**src/sfh_pkg.sv**
```systemverilog
// ----------------------------------------------------------------------------
// sfh_pkg
// Widths and the mixing functions of the 32-bit SuperFastHash byte streamer.
// ----------------------------------------------------------------------------
`default_nettype none

package sfh_pkg;

  localparam int unsigned LEN_W  = 31;
  localparam int unsigned HASH_W = 32;
  localparam int unsigned BYTE_W = 8;
  localparam int unsigned POS_W  = 2;
  localparam int unsigned PEND_W = 24;

  typedef logic [HASH_W-1:0] hash_t;
  typedef logic [PEND_W-1:0] pend_t;
  typedef logic [POS_W-1:0]  pos_t;

  localparam pos_t POS_B0 = 2'd0;
  localparam pos_t POS_B1 = 2'd1;
  localparam pos_t POS_B2 = 2'd2;
  localparam pos_t POS_B3 = 2'd3;

  function automatic hash_t sext8(input logic [BYTE_W-1:0] b);
    return {{(HASH_W-BYTE_W){b[BYTE_W-1]}}, b};
  endfunction

  function automatic hash_t mix_group(input hash_t h, input logic [15:0] lo,
                                      input logic [15:0] hi);
    hash_t a;
    hash_t t;
    hash_t m;
    a = h + {16'd0, lo};
    t = ({16'd0, hi} << 11) ^ a;
    m = (a << 16) ^ t;
    return m + (m >> 11);
  endfunction

  function automatic hash_t tail_mix(input hash_t h, input pos_t rem, input pend_t p);
    hash_t a;
    hash_t r;
    a = h;
    r = h;
    unique case (rem)
      POS_B3: begin
        a = h + {16'd0, p[15:0]};
        a = a ^ (a << 16);
        a = a ^ (sext8(p[23:16]) << 18);
        r = a + (a >> 11);
      end
      POS_B2: begin
        a = h + {16'd0, p[15:0]};
        a = a ^ (a << 11);
        r = a + (a >> 17);
      end
      POS_B1: begin
        a = h + sext8(p[7:0]);
        a = a ^ (a << 10);
        r = a + (a >> 1);
      end
      default: r = h;
    endcase
    return r;
  endfunction

  function automatic hash_t aval_first(input hash_t h);
    hash_t a;
    a = h ^ (h << 3);
    return a + (a >> 5);
  endfunction

  function automatic hash_t aval_last(input hash_t h);
    hash_t a;
    a = h ^ (h << 4);
    a = a + (a >> 17);
    a = a ^ (a << 25);
    return a + (a >> 6);
  endfunction

endpackage

`default_nettype wire

```
**src/superfast_hash_32.sv**
```systemverilog
// ----------------------------------------------------------------------------
// superfast_hash_32
// SuperFastHash (32-bit) over a byte stream, one byte word per clock while byte_stall is low.
// ----------------------------------------------------------------------------
// Takes one byte word per cycle while byte_stall is low, with no gaps needed.
// A word with start_req set opens a message and seeds the hash with
// message_length; its byte is the first message byte. A message's hash passes
// from its last accepted byte through the input register, state-update stage,
// tail stage and result register to hash_value; a start of length 0 yields 0 likewise.
// Bytes past the length, or with no message open, are dropped without result.
// hash_stall fills the four registered stages before byte_stall rises.
`default_nettype none

module superfast_hash_32 (
  input  wire                          clk,
  input  wire                          rst,
  input  wire                          byte_valid,
  output logic                         byte_stall,
  input  wire                          start_req,
  input  wire  [sfh_pkg::LEN_W-1:0]    message_length,
  input  wire  [sfh_pkg::BYTE_W-1:0]   byte_value,
  output logic                         hash_valid,
  input  wire                          hash_stall,
  output logic [sfh_pkg::HASH_W-1:0]   hash_value
);
  import sfh_pkg::*;

  logic              in_v;
  logic              in_start;
  logic [LEN_W-1:0]  in_len;
  logic [BYTE_W-1:0] in_byte;

  hash_t             running_hash;
  pend_t             pending_bytes;
  pos_t              group_position;
  logic [LEN_W-1:0]  bytes_remaining;
  logic              message_active;

  logic              f1_v;
  hash_t             f1_hash;
  pos_t              f1_rem;
  pend_t             f1_pend;
  logic              f2_v;
  hash_t             f2_hash;

  logic              ready0;
  logic              ready1;
  logic              ready2;
  logic              ready3;
  logic              take;

  hash_t             h_base;
  pos_t              gp_base;
  pend_t             pend_base;
  logic [LEN_W-1:0]  br_base;
  logic              live;
  logic              zero_len;
  hash_t             h_mix;
  pos_t              gp_mix;
  pend_t             pend_mix;
  logic [LEN_W-1:0]  br_mix;
  logic              last;

  assign ready3     = !hash_valid || !hash_stall;
  assign ready2     = !f2_v || ready3;
  assign ready1     = !f1_v || ready2;
  assign ready0     = !in_v || ready1;
  assign byte_stall = !ready0;
  assign take       = in_v && ready1;

  always_comb begin
    h_base    = running_hash;
    gp_base   = group_position;
    pend_base = pending_bytes;
    br_base   = bytes_remaining;
    live      = message_active && (bytes_remaining != '0);
    zero_len  = 1'b0;
    if (in_start) begin
      h_base    = {1'b0, in_len};
      gp_base   = POS_B0;
      pend_base = '0;
      br_base   = in_len;
      live      = (in_len != '0);
      zero_len  = (in_len == '0);
    end
    h_mix    = h_base;
    pend_mix = pend_base;
    gp_mix   = gp_base + POS_B1;
    unique case (gp_base)
      POS_B0: pend_mix[7:0]   = in_byte;
      POS_B1: pend_mix[15:8]  = in_byte;
      POS_B2: pend_mix[23:16] = in_byte;
      POS_B3: h_mix = mix_group(h_base, pend_base[15:0], {in_byte, pend_base[23:16]});
      default: h_mix = h_base;
    endcase
    br_mix = br_base - {{(LEN_W-1){1'b0}}, 1'b1};
    last   = live && (br_mix == '0);
  end

  always_ff @(posedge clk) begin
    if (rst) begin
      in_v <= 1'b0;
    end else if (ready0) begin
      in_v <= byte_valid;
    end
    if (ready0 && byte_valid) begin
      in_start <= start_req;
      in_len   <= message_length;
      in_byte  <= byte_value;
    end
  end

  always_ff @(posedge clk) begin
    if (rst) begin
      running_hash    <= '0;
      group_position  <= POS_B0;
      bytes_remaining <= '0;
      message_active  <= 1'b0;
    end else if (take) begin
      if (zero_len) begin
        running_hash    <= '0;
        group_position  <= POS_B0;
        bytes_remaining <= '0;
        message_active  <= 1'b0;
      end else if (live) begin
        running_hash    <= h_mix;
        group_position  <= last ? POS_B0 : gp_mix;
        bytes_remaining <= br_mix;
        message_active  <= !last;
      end
    end
  end

  always_ff @(posedge clk) begin
    if (take && live) begin
      pending_bytes <= pend_mix;
    end
  end

  always_ff @(posedge clk) begin
    if (rst) begin
      f1_v <= 1'b0;
    end else if (ready1) begin
      f1_v <= in_v && (zero_len || last);
    end
    if (ready1) begin
      f1_hash <= zero_len ? '0 : h_mix;
      f1_rem  <= zero_len ? POS_B0 : gp_mix;
      f1_pend <= pend_mix;
    end
  end

  always_ff @(posedge clk) begin
    if (rst) begin
      f2_v <= 1'b0;
    end else if (ready2) begin
      f2_v <= f1_v;
    end
    if (ready2) begin
      f2_hash <= aval_first(tail_mix(f1_hash, f1_rem, f1_pend));
    end
  end

  always_ff @(posedge clk) begin
    if (rst) begin
      hash_valid <= 1'b0;
    end else if (ready3) begin
      hash_valid <= f2_v;
    end
    if (ready3) begin
      hash_value <= aval_last(f2_hash);
    end
  end

endmodule

`default_nettype wire

```
**config.mk**
```make
export PLATFORM = sky130hd
export DESIGN_NAME = superfast_hash_32
export DESIGN_NICKNAME = d
export VERILOG_FILES = /design/src/sfh_pkg.sv /design/src/superfast_hash_32.sv
export SDC_FILE = /design/constraint.sdc
export NUM_CORES = 1
export LEC_CHECK = 0
export BUFFER_PORTS_ARGS = -buffer_cell sky130_fd_sc_hd__buf_2
export CORE_MARGIN = 2
export CORE_UTILIZATION = 27
export CTS_CLUSTER_DIAMETER = 30
export CTS_CLUSTER_SIZE = 20
export DETAILED_ROUTE_END_ITERATION = 10
export PLACE_DENSITY = 0.4
export SLEW_MARGIN = 20
export SYNTH_ARGS = -nofsm -noshare
export SYNTH_HDL_FRONTEND = slang
export SYNTH_SLANG_ARGS = --single-unit
```
**constraint.sdc**
```tcl
create_clock -name clk -period 10.5 [get_ports clk]
set_input_delay 2.625 -clock clk [delete_from_list [all_inputs] [get_ports clk]]
set_output_delay 2.625 -clock clk [all_outputs]
set_load 0.01 [all_outputs]
```
=== Word level (Yosys, flattened, before mapping) ===
Cells that the tools add are included.

* Output and inout port bits: 34
* Flip-flop bits (word level): 256

* Bitwise operators: 9
* Muxes and demuxes: 21
* $add $sub $neg: 12
* Eq/ne operators: 6
* Reduce and logical (&&, ||, !) cells: 25

{| class="wikitable"
|+ Operators by type and width
! kind !! number
|-
| $xor 32x32->32 || 8
|-
| $mux 32 || 5
|-
| $pmux 32 s3 || 1
|-
| $mux 31 || 3
|-
| $add 32x15->32 || 2
|-
| $add 32x16->32 || 2
|-
| $add 32x21->32 || 2
|-
| $logic_not 31->1 || 2
|-
| $reduce_bool 31->1 || 2
|-
| $add 32x26->32 || 1
|-
| $add 32x27->32 || 1
|-
| $add 32x31->32 || 1
|-
| $add 32x32->32 || 1
|-
| $xor 27x32->32 || 1
|-
| $sub 31x1->31 const B || 1
|-
| $mux 24 || 1
|-
| $mux 8 || 3
|-
| $eq 2x2->1 const B || 4
|-
| $mux 2 || 4
|-
| $logic_not 1->1 || 7
|-
| $logic_and 1x1->1 || 6
|-
| $logic_or 1x1->1 || 5
|-
| $eq 2x1->1 const B || 2
|-
| $mux 1 || 4
|-
| 4 further kinds || 4
|}

=== Longest topological paths before layout ===
Gate-level depths: netlist of run 1.

* Word-level depth: 8
* Depth in mapped cells: 40

=== Worst setup path after synthesis of run 1 ===
No wires, ideal clock.

* Path type: register -> register
* Start: register in_start
* End: register running_hash[24]
* Setup slack: 1.864 ns
* Path buffers: 8
* Data required time: 10.430 ns
* Arrival: 8.566 ns
* Period minus slack after synthesis: 8.636 ns
* Stages on the path, launching flop included: 38
* Setup time: 0.070 ns
* Path through: edfxtp_1 > buf_1 > buf_1 > buf_1 > clkbuf_1 > buf_1 > buf_1 > clkbuf_1 > clkbuf_1 > nor2b_1 > ha_1 > fa_1 > a21o_1 > a21oi_1 > o21bai_1 > a21o_1 > a21oi_1 > o21ai_0 > [... 2 more ...] > xnor2_1 > inv_1 > fa_1 > nor2b_1 > o21ai_0 > a21boi_0 > o21ai_0 > a21oi_1 > o21ai_0 > a21oi_1 > nor3_1 > o21ai_0 > nand4_1 > a31oi_1 > nand3_1 > xor2_1 > a2111o_1 > a21oi_1

* Word-level cells in the longest chain between the ends: 8

{| class="wikitable"
|+ Ends and longest elaborated chain
! element !! RTL line !! text
|-
| start, declared || superfast_hash_32.sv:29 || <nowiki>logic in_start;</nowiki>
|-
| start signal, assigned || superfast_hash_32.sv:107 || <nowiki>in_start <= start_req;</nowiki>
|-
| $mux 32 or $mux 24 (tied branches) || superfast_hash_32.sv:78 || <nowiki>if (in_start) begin</nowiki>
|-
| $add 32x16->32 || sfh_pkg.sv:33 || <nowiki>a = h + {16'd0, lo};</nowiki>
|-
| $xor 27x32->32 || sfh_pkg.sv:34 || <nowiki>t = ({16'd0, hi} << 11) ^ a;</nowiki>
|-
| $xor 32x32->32 || sfh_pkg.sv:35 || <nowiki>m = (a << 16) ^ t;</nowiki>
|-
| $add 32x21->32 || sfh_pkg.sv:36 || <nowiki>return m + (m >> 11);</nowiki>
|-
| $mux 32 || superfast_hash_32.sv:89 || <nowiki>unique case (gp_base)</nowiki>
|-
| $mux 32 || superfast_hash_32.sv:125 || <nowiki>end else if (live) begin</nowiki>
|-
| $mux 32 || superfast_hash_32.sv:120 || <nowiki>if (zero_len) begin</nowiki>
|-
| end signal, assigned || superfast_hash_32.sv:126 || <nowiki>running_hash <= h_mix;</nowiki>
|-
| end, declared || superfast_hash_32.sv:33 || <nowiki>hash_t running_hash;</nowiki>
|}

Several ways; a longest one is shown, not always the timed one. The select of a mux whose other input is x is not followed.
A chain may end at the register's enable or synchronous reset.

=== Worst setup path in the final report of run 1 ===
* Start: register f1_hash[0]
* End: register f2_hash[30] (data pin)

* Word-level cells in the longest chain between the ends: 8

{| class="wikitable"
|+ Ends and longest elaborated chain
! element !! RTL line !! text
|-
| start, declared || superfast_hash_32.sv:40 || <nowiki>hash_t f1_hash;</nowiki>
|-
| start signal, assigned || superfast_hash_32.sv:147 || <nowiki>f1_hash <= zero_len ? '0 : h_mix;</nowiki>
|-
| $add 32x16->32 || sfh_pkg.sv:46, sfh_pkg.sv:52 ||
|-
| $xor 32x32->32 || sfh_pkg.sv:47 || <nowiki>a = a ^ (a << 16);</nowiki>
|-
| $xor 32x32->32 || sfh_pkg.sv:48 || <nowiki>a = a ^ (sext8(p[23:16]) << 18);</nowiki>
|-
| $add 32x21->32 || sfh_pkg.sv:49 || <nowiki>r = a + (a >> 11);</nowiki>
|-
| $pmux 32 s3 (*) || sfh_pkg.sv:44 || <nowiki>unique case (rem)</nowiki>
|-
| $mux 32 (*) || superfast_hash_32.sv:159 || <nowiki>if (ready2) begin</nowiki>
|-
| $xor 32x32->32 (*) || sfh_pkg.sv:68 || <nowiki>a = h ^ (h << 3);</nowiki>
|-
| $add 32x27->32 (*) || sfh_pkg.sv:69 || <nowiki>return a + (a >> 5);</nowiki>
|-
| end signal, assigned || superfast_hash_32.sv:160 || <nowiki>f2_hash <= aval_first(tail_mix(f1_hash, f1_rem, f1_pend));</nowiki>
|-
| end, declared || superfast_hash_32.sv:44 || <nowiki>hash_t f2_hash;</nowiki>
|}

Mark *: on every way between the ends. The rest lies on a longest branch, timed or not. The select of a mux whose other input is x is not followed.

==> impl_metrics.toml, run 1 <==
[min_path]
min_from = "running_hash[5]$_SDFFE_PP0P_"
min_path_type = "register to register"

[global_route]
grt_overflow = 0
grt_pass1_vias = 21738
grt_pass1_wl_mm = 137
grt_util_all_layers = 0.193
grt_max_degree = 74
antenna_found_initial = 5

[setup_path]
cp_slowest_stage_delay_ps = 530
path_class = "register to register"
startpoint = "f1_hash[0]$_SDFFCE_PP0P_"
crit_path_end_kind = "register"
required_ps = 10820
worstPathArrival_ps = 9980
crit_path_max_fanout = 5
r2r-start = "f1_hash[0]$_SDFFCE_PP0P_"
cpMaxStageDelayCell = "a21boi_0"
crit_path_frequent_cell = "o21ai_0"
worstSetupStartpointType = "register"

[synthesis]
syn-cell-area_um2 = 24700
yosys_register_bits = 256
synth-main-ff-cell = "edfxtp_1"
syn_nets = 3046
async_flop_share = 0
synth.distinct_cells = 97
synth-edff-count = 186
synth_cells = 2776
yosysWarnings = 0
yosysSeqAreaShare = 0.282
synth_area_per_cell_um2 = 8.91

[sta]
worst_pin_slew_ps = 949
finalSetupTns_ps = 0
rsz0062_at_grt = "false"
fmax_mhz = 104
fin_crit_sh = 0.920
setup-violations-final = 0
skew_ps = 35.1
layout_min_cycle_time_ps = 9660
slew_viol_final = 0
slew_headroom = 0.367
finalHoldViolCount = 0

[finish]
nets = 3163
antenna_cells = 0
mostFrequentLayoutCells = "273 x xnor2_1, 258 x nor2_1, 216 x ha_1, 207 x a21oi_1, 189 x nand2_1"
drive_above_1_share = 0.112
final_common_cell = "xnor2_1"
fillers = 9434
area_growth_pct = 17.4

[die]
ioPinCount = 78
initial_utilization = 0.271
rows = 111
die_h_um = 307
die_w_um = 307
dieArea_um2 = 94000
design.core.area_um2 = 91200

[detailed_routing]
wire_per_inst_um = 22.2
drc = 0
drt_pass1_iterations = 6
postRouteAntennaNets = 0
avgViaCountPerCell = 5.15
drt-total-wl_mm = 91.6
vias = 21282
drtIter0Drc = 1353

[placed_design]
port_buffers = 77
place.gp.congestion = 0.925
hpwl_mm = 74.3

[clock_network]
clk_latency_ps = 610
cts_root_buf = "clkbuf_16"
cts_made_buffers = 72
tritoncts = "built"
holdBufCountCts = 0
ctsHtreeMaxLevel = 3
clk_path_buf_depth = 3
cts_sinks = 256
clk_pin_slew_ps = 40

[status]
status = "finished clean"

[job]
maxCapViolCount = 0
[area by class of cell]
| cell class | instances | area [µm²] | share of cell area |
|---|---|---|---|
| flip-flops and latches | 256 | 6990 | 0.241 |
| clock inverters | 46 | 529 | 0.0182 |
| multi-input cells | 2339 | 17100 | 0.589 |
| well taps | 1186 | 1480 | 0.0511 |
| inverters | 114 | 428 | 0.0147 |
| repair buffers | 110 | 633 | 0.0218 |
| clock buffers | 85 | 1880 | 0.0648 |
[registers in the layout (all words and copies together) (netlist names), 2 cells and up]
name,flops
bytes_remaining,31
f1_hash,32
f1_pend,24
f1_rem,2
f2_hash,32
group_position,2
hash_value,32
in_byte,8
in_len,31
pending_bytes,24
running_hash,32
[synth_stat cells, types with 26 or more instances]
cell type	n	share of area
nand2b_1	30	0.0076
o21a_1	41	0.012
a211oi_1	36	0.011
nor4_1	26	0.0066
nor2_1	259	0.039
mux2_2	31	0.014
ha_1	217	0.11
xor2_1	155	0.055
clkbuf_1	42	0.0064
a22oi_1	26	0.0079
nor2b_1	55	0.014
mux2i_1	48	0.019
nand2_1	190	0.029
edfxtp_1	186	0.23
xnor2_1	273	0.097
o21ai_0	123	0.025
a21o_1	72	0.022
and3_1	28	0.0071
nand3_1	70	0.014
inv_1	112	0.017
dfxtp_1	70	0.057
or3_1	26	0.0066
a21oi_1	207	0.042
nor3_1	87	0.018
[timing repair]
item,4_1_cts,5_1_grt
endpoints found under the setup margin,0,2
gates resized for setup,0,1
setup buffers,0,0
[stage by stage]
stage / hold slack [ps] / instances / util / instance area, µm² / setup slack [ps]
2_1_floorplan: 429 / 2776 / - / 24700 / 1860
3_3_place_gp: 442 / 4005 / 0.292 / 26600 / 778
3_5_place_dp: 448 / 4005 / 0.292 / 26600 / 760
4_1_cts: 453 / 4136 / 0.318 / 29000 / 682
5_1_grt: 471 / 4136 / 0.318 / 29000 / 30.0
6_report: 451 / 4136 / 0.318 / 29000 / 840
[critical path, delay by kind of cell (launching register included)]
kind                     cells  cell delay, ps
AO/OA/AOI/OAI               19            4670
AND/OR/NAND/NOR              9            1370
adder cells (fa/ha/maj)      4            1300
XOR/XNOR                     5            1080
multiplexers                 1             530
flip-flops                   1             370
buffers and inverters        1              60
[worst paths after layout]
path / to / slack, ps / depth (start not counted)
hold reg to reg: running_hash[5]$_SDFFE_PP0P_ / 450 / 2
setup reg to reg: f2_hash[30]$_DFFE_PP_ / 840 / 39
setup / recovery: f2_hash[30]$_DFFE_PP_ / 840 / 39
hold / removal: running_hash[5]$_SDFFE_PP0P_ / 450 / 2
[logic make-up after synthesis]
logic type | count (synthesis) | share of synthesized area
buffers and inverters | 181 | 0.0280
adders and majority gates | 226 | 0.117
xor gates and xnor gates | 441 | 0.162
DFF | 256 | 0.282
AOI/OAI and AO/OA | 695 | 0.183
muxes | 103 | 0.0554
and+or+nand+nor | 874 | 0.172
[layer usage]
| layer | vias up | track usage | share of wire |
|---|---|---|---|
| li1 | 10440 | - | - |
| met1 | 10189 | 0.233 | 0.43 |
| met2 | 485 | 0.346 | 0.50 |
| met3 | 166 | 0.0258 | 0.033 |
| met4 | 2 | 0.0788 | 0.041 |
| met5 | - | 0 | 0.00014 |
Power of run 1 is left out: the tool's default activity adds up to more than one toggle a clock period on the data nets, which glitch-free logic cannot reach.
==> inputs of run 2 (changes only) <==
--- a/config.mk
+++ b/config.mk
@@ -12,6 +12,7 @@
 export CTS_CLUSTER_SIZE = 20
 export DETAILED_ROUTE_END_ITERATION = 10
 export PLACE_DENSITY = 0.4
+export REMOVE_ABC_BUFFERS = 1
 export SLEW_MARGIN = 20
 export SYNTH_ARGS = -nofsm -noshare
 export SYNTH_HDL_FRONTEND = slang
==> constraint.sdc (replaced) <==
create_clock -name clk -period 10.6 [get_ports clk]
set_input_delay 2.65 -clock clk [delete_from_list [all_inputs] [get_ports clk]]
set_output_delay 2.65 -clock clk [all_outputs]
set_load 0.01 [all_outputs]
==> run 2 against run 1 <==
Against the previous run:
- clock-buffer cell count shrank 1
- via count grew 0.86%
- cell count grew 0.15%
- core utilization grew 0.33 points
- critical path type unchanged
- highest routed layer is now met4
==> impl_metrics.toml, run 2 (synthesized netlist as in run 1, its figures left out) <==
[status]
status = "finished clean"

[detailed_routing]
avgViaCountPerCell = 5.18
postRouteAntennaNets = 0
wire_per_inst_um = 21.8
drc = 0
vias = 21464
drtIter0Drc = 1420
drt_pass1_iterations = 5
drt-total-wl_mm = 90.3

[die]
ioPinCount = 78
design.core.area_um2 = 91200
rows = 111
die_h_um = 307
initial_utilization = 0.271
dieArea_um2 = 94000
die_w_um = 307

[finish]
nets = 3163
final_common_cell = "xnor2_1"
ff_latch_area_um2 = 6990
fillers = 9515
mostFrequentLayoutCells = "273 x xnor2_1, 258 x nor2_1, 216 x ha_1, 207 x a21oi_1, 189 x nand2_1"
area_growth_pct = 18.6
final_cell_area_um2 = 29300
multi_input_area_um2 = 17100
drive_above_1_share = 0.118
fin_cells = 4142

[clock_network]
ctsHtreeMaxLevel = 3
clk_latency_ps = 650
holdBufCountCts = 0
cts_sinks = 256
clk_path_buf_depth = 3
post-cts-setup-buffers = 0
tritoncts = "built"
cts_resized = 0
cts_root_buf = "clkbuf_16"
clk_pin_slew_ps = 40
cts_made_buffers = 74

[placed_design]
port_buffers = 77
place.gp.congestion = 0.937
placed_cells = 4003
postPlaceCellArea_um2 = 26600
hpwl_mm = 72.7

[sta]
whs_ps = 451
finalSetupTns_ps = 0
rsz0062_at_grt = "false"
skew_ps = 51.6
fin_crit_sh = 0.899
finalHoldViolCount = 0
slew_viol_final = 0
layout_min_cycle_time_ps = 9530
worst_pin_slew_ps = 987
fmax_mhz = 105
setup-violations-final = 0
slew_headroom = 0.337

[setup_path]
r2r-start = "f1_hash[6]$_SDFFCE_PP0P_"
required_ps = 10950
crit_path_max_fanout = 7
startpoint = "f1_hash[6]$_SDFFCE_PP0P_"
crit_path_end_kind = "register"
cpMaxStageDelayCell = "a2111oi_0"
worstPathArrival_ps = 9880
cp_slowest_stage_delay_ps = 720
worstSetupStartpointType = "register"
crit_path_frequent_cell = "a21oi_1"
path_class = "register to register"

[global_route]
grt_pass1_vias = 21768
grt_util_all_layers = 0.191
grt_overflow = 0
grt_pass1_wl_mm = 135
antenna_found_initial = 3
grt_max_degree = 74

[min_path]
min_path_type = "register to register"
min_from = "f2_v$_SDFFE_PP0P_"

[job]
maxCapViolCount = 0
## run 2: cell types whose count changed in the layout (fill, tap and decap cells not counted), sizes merged
cell / change
buf: -2
bufinv: +6
clkbuf: -1
clkinv: -4
clkinvlp: +1
diode: +1
inv: +5
## run 2: per-layer routing
| metal | routed length [µm] | share of wire | vias up | GRT usage |
|---|---|---|---|---|
| li1 | - | - | 10467 | - |
| met1 | 37500 | 0.42 | 10236 | 0.221 |
| met2 | 44800 | 0.50 | 577 | 0.340 |
| met3 | 3360 | 0.037 | 184 | 0.0271 |
| met4 | 4590 | 0.051 | 0 | 0.0984 |
| met5 | 0 | 0 | - | 0 |
## run 2: final timing paths
path                                                 to  slack, ps  depth (start not counted)
worst min-delay path            hash_valid$_SDFFE_PP0P_        450                          2
worst max register to register    f2_hash[30]$_DFFE_PP_       1070                         34
worst min register to register  hash_valid$_SDFFE_PP0P_        450                          2
worst max-delay path              f2_hash[30]$_DFFE_PP_       1070                         34
## run 2: cell type report
class / instances / area share
multi-input combinational: 2339 / 0.582
antenna: 1 / 0.0000853
tap: 1186 / 0.0506
clock inverter: 54 / 0.0267
timing repair buffer: 108 / 0.0211
inverter: 114 / 0.0146
clock buffer: 84 / 0.0664
sequential: 256 / 0.238
## run 2: worst max-delay path, delay by kind of cell (launching register included)
family / cells / cell delay [ps]
AO/OA/AOI/OAI: 18 / 4620
buffers and inverters: 2 / 290
adder cells (fa/ha/maj): 3 / 1060
AND/OR/NAND/NOR: 8 / 2320
flip-flops: 1 / 410
XOR/XNOR: 3 / 530
## run 2: stage by stage
stage | worst slack [ps] | util
after floorplan | 1810 | -
after detailed placement | 1140 | 0.292
after global routing | 322 | 0.322
after CTS | 1070 | 0.322
final | 1070 | 0.322
after global placement | 1260 | 0.292
Power of run 2 is left out for the same reason.
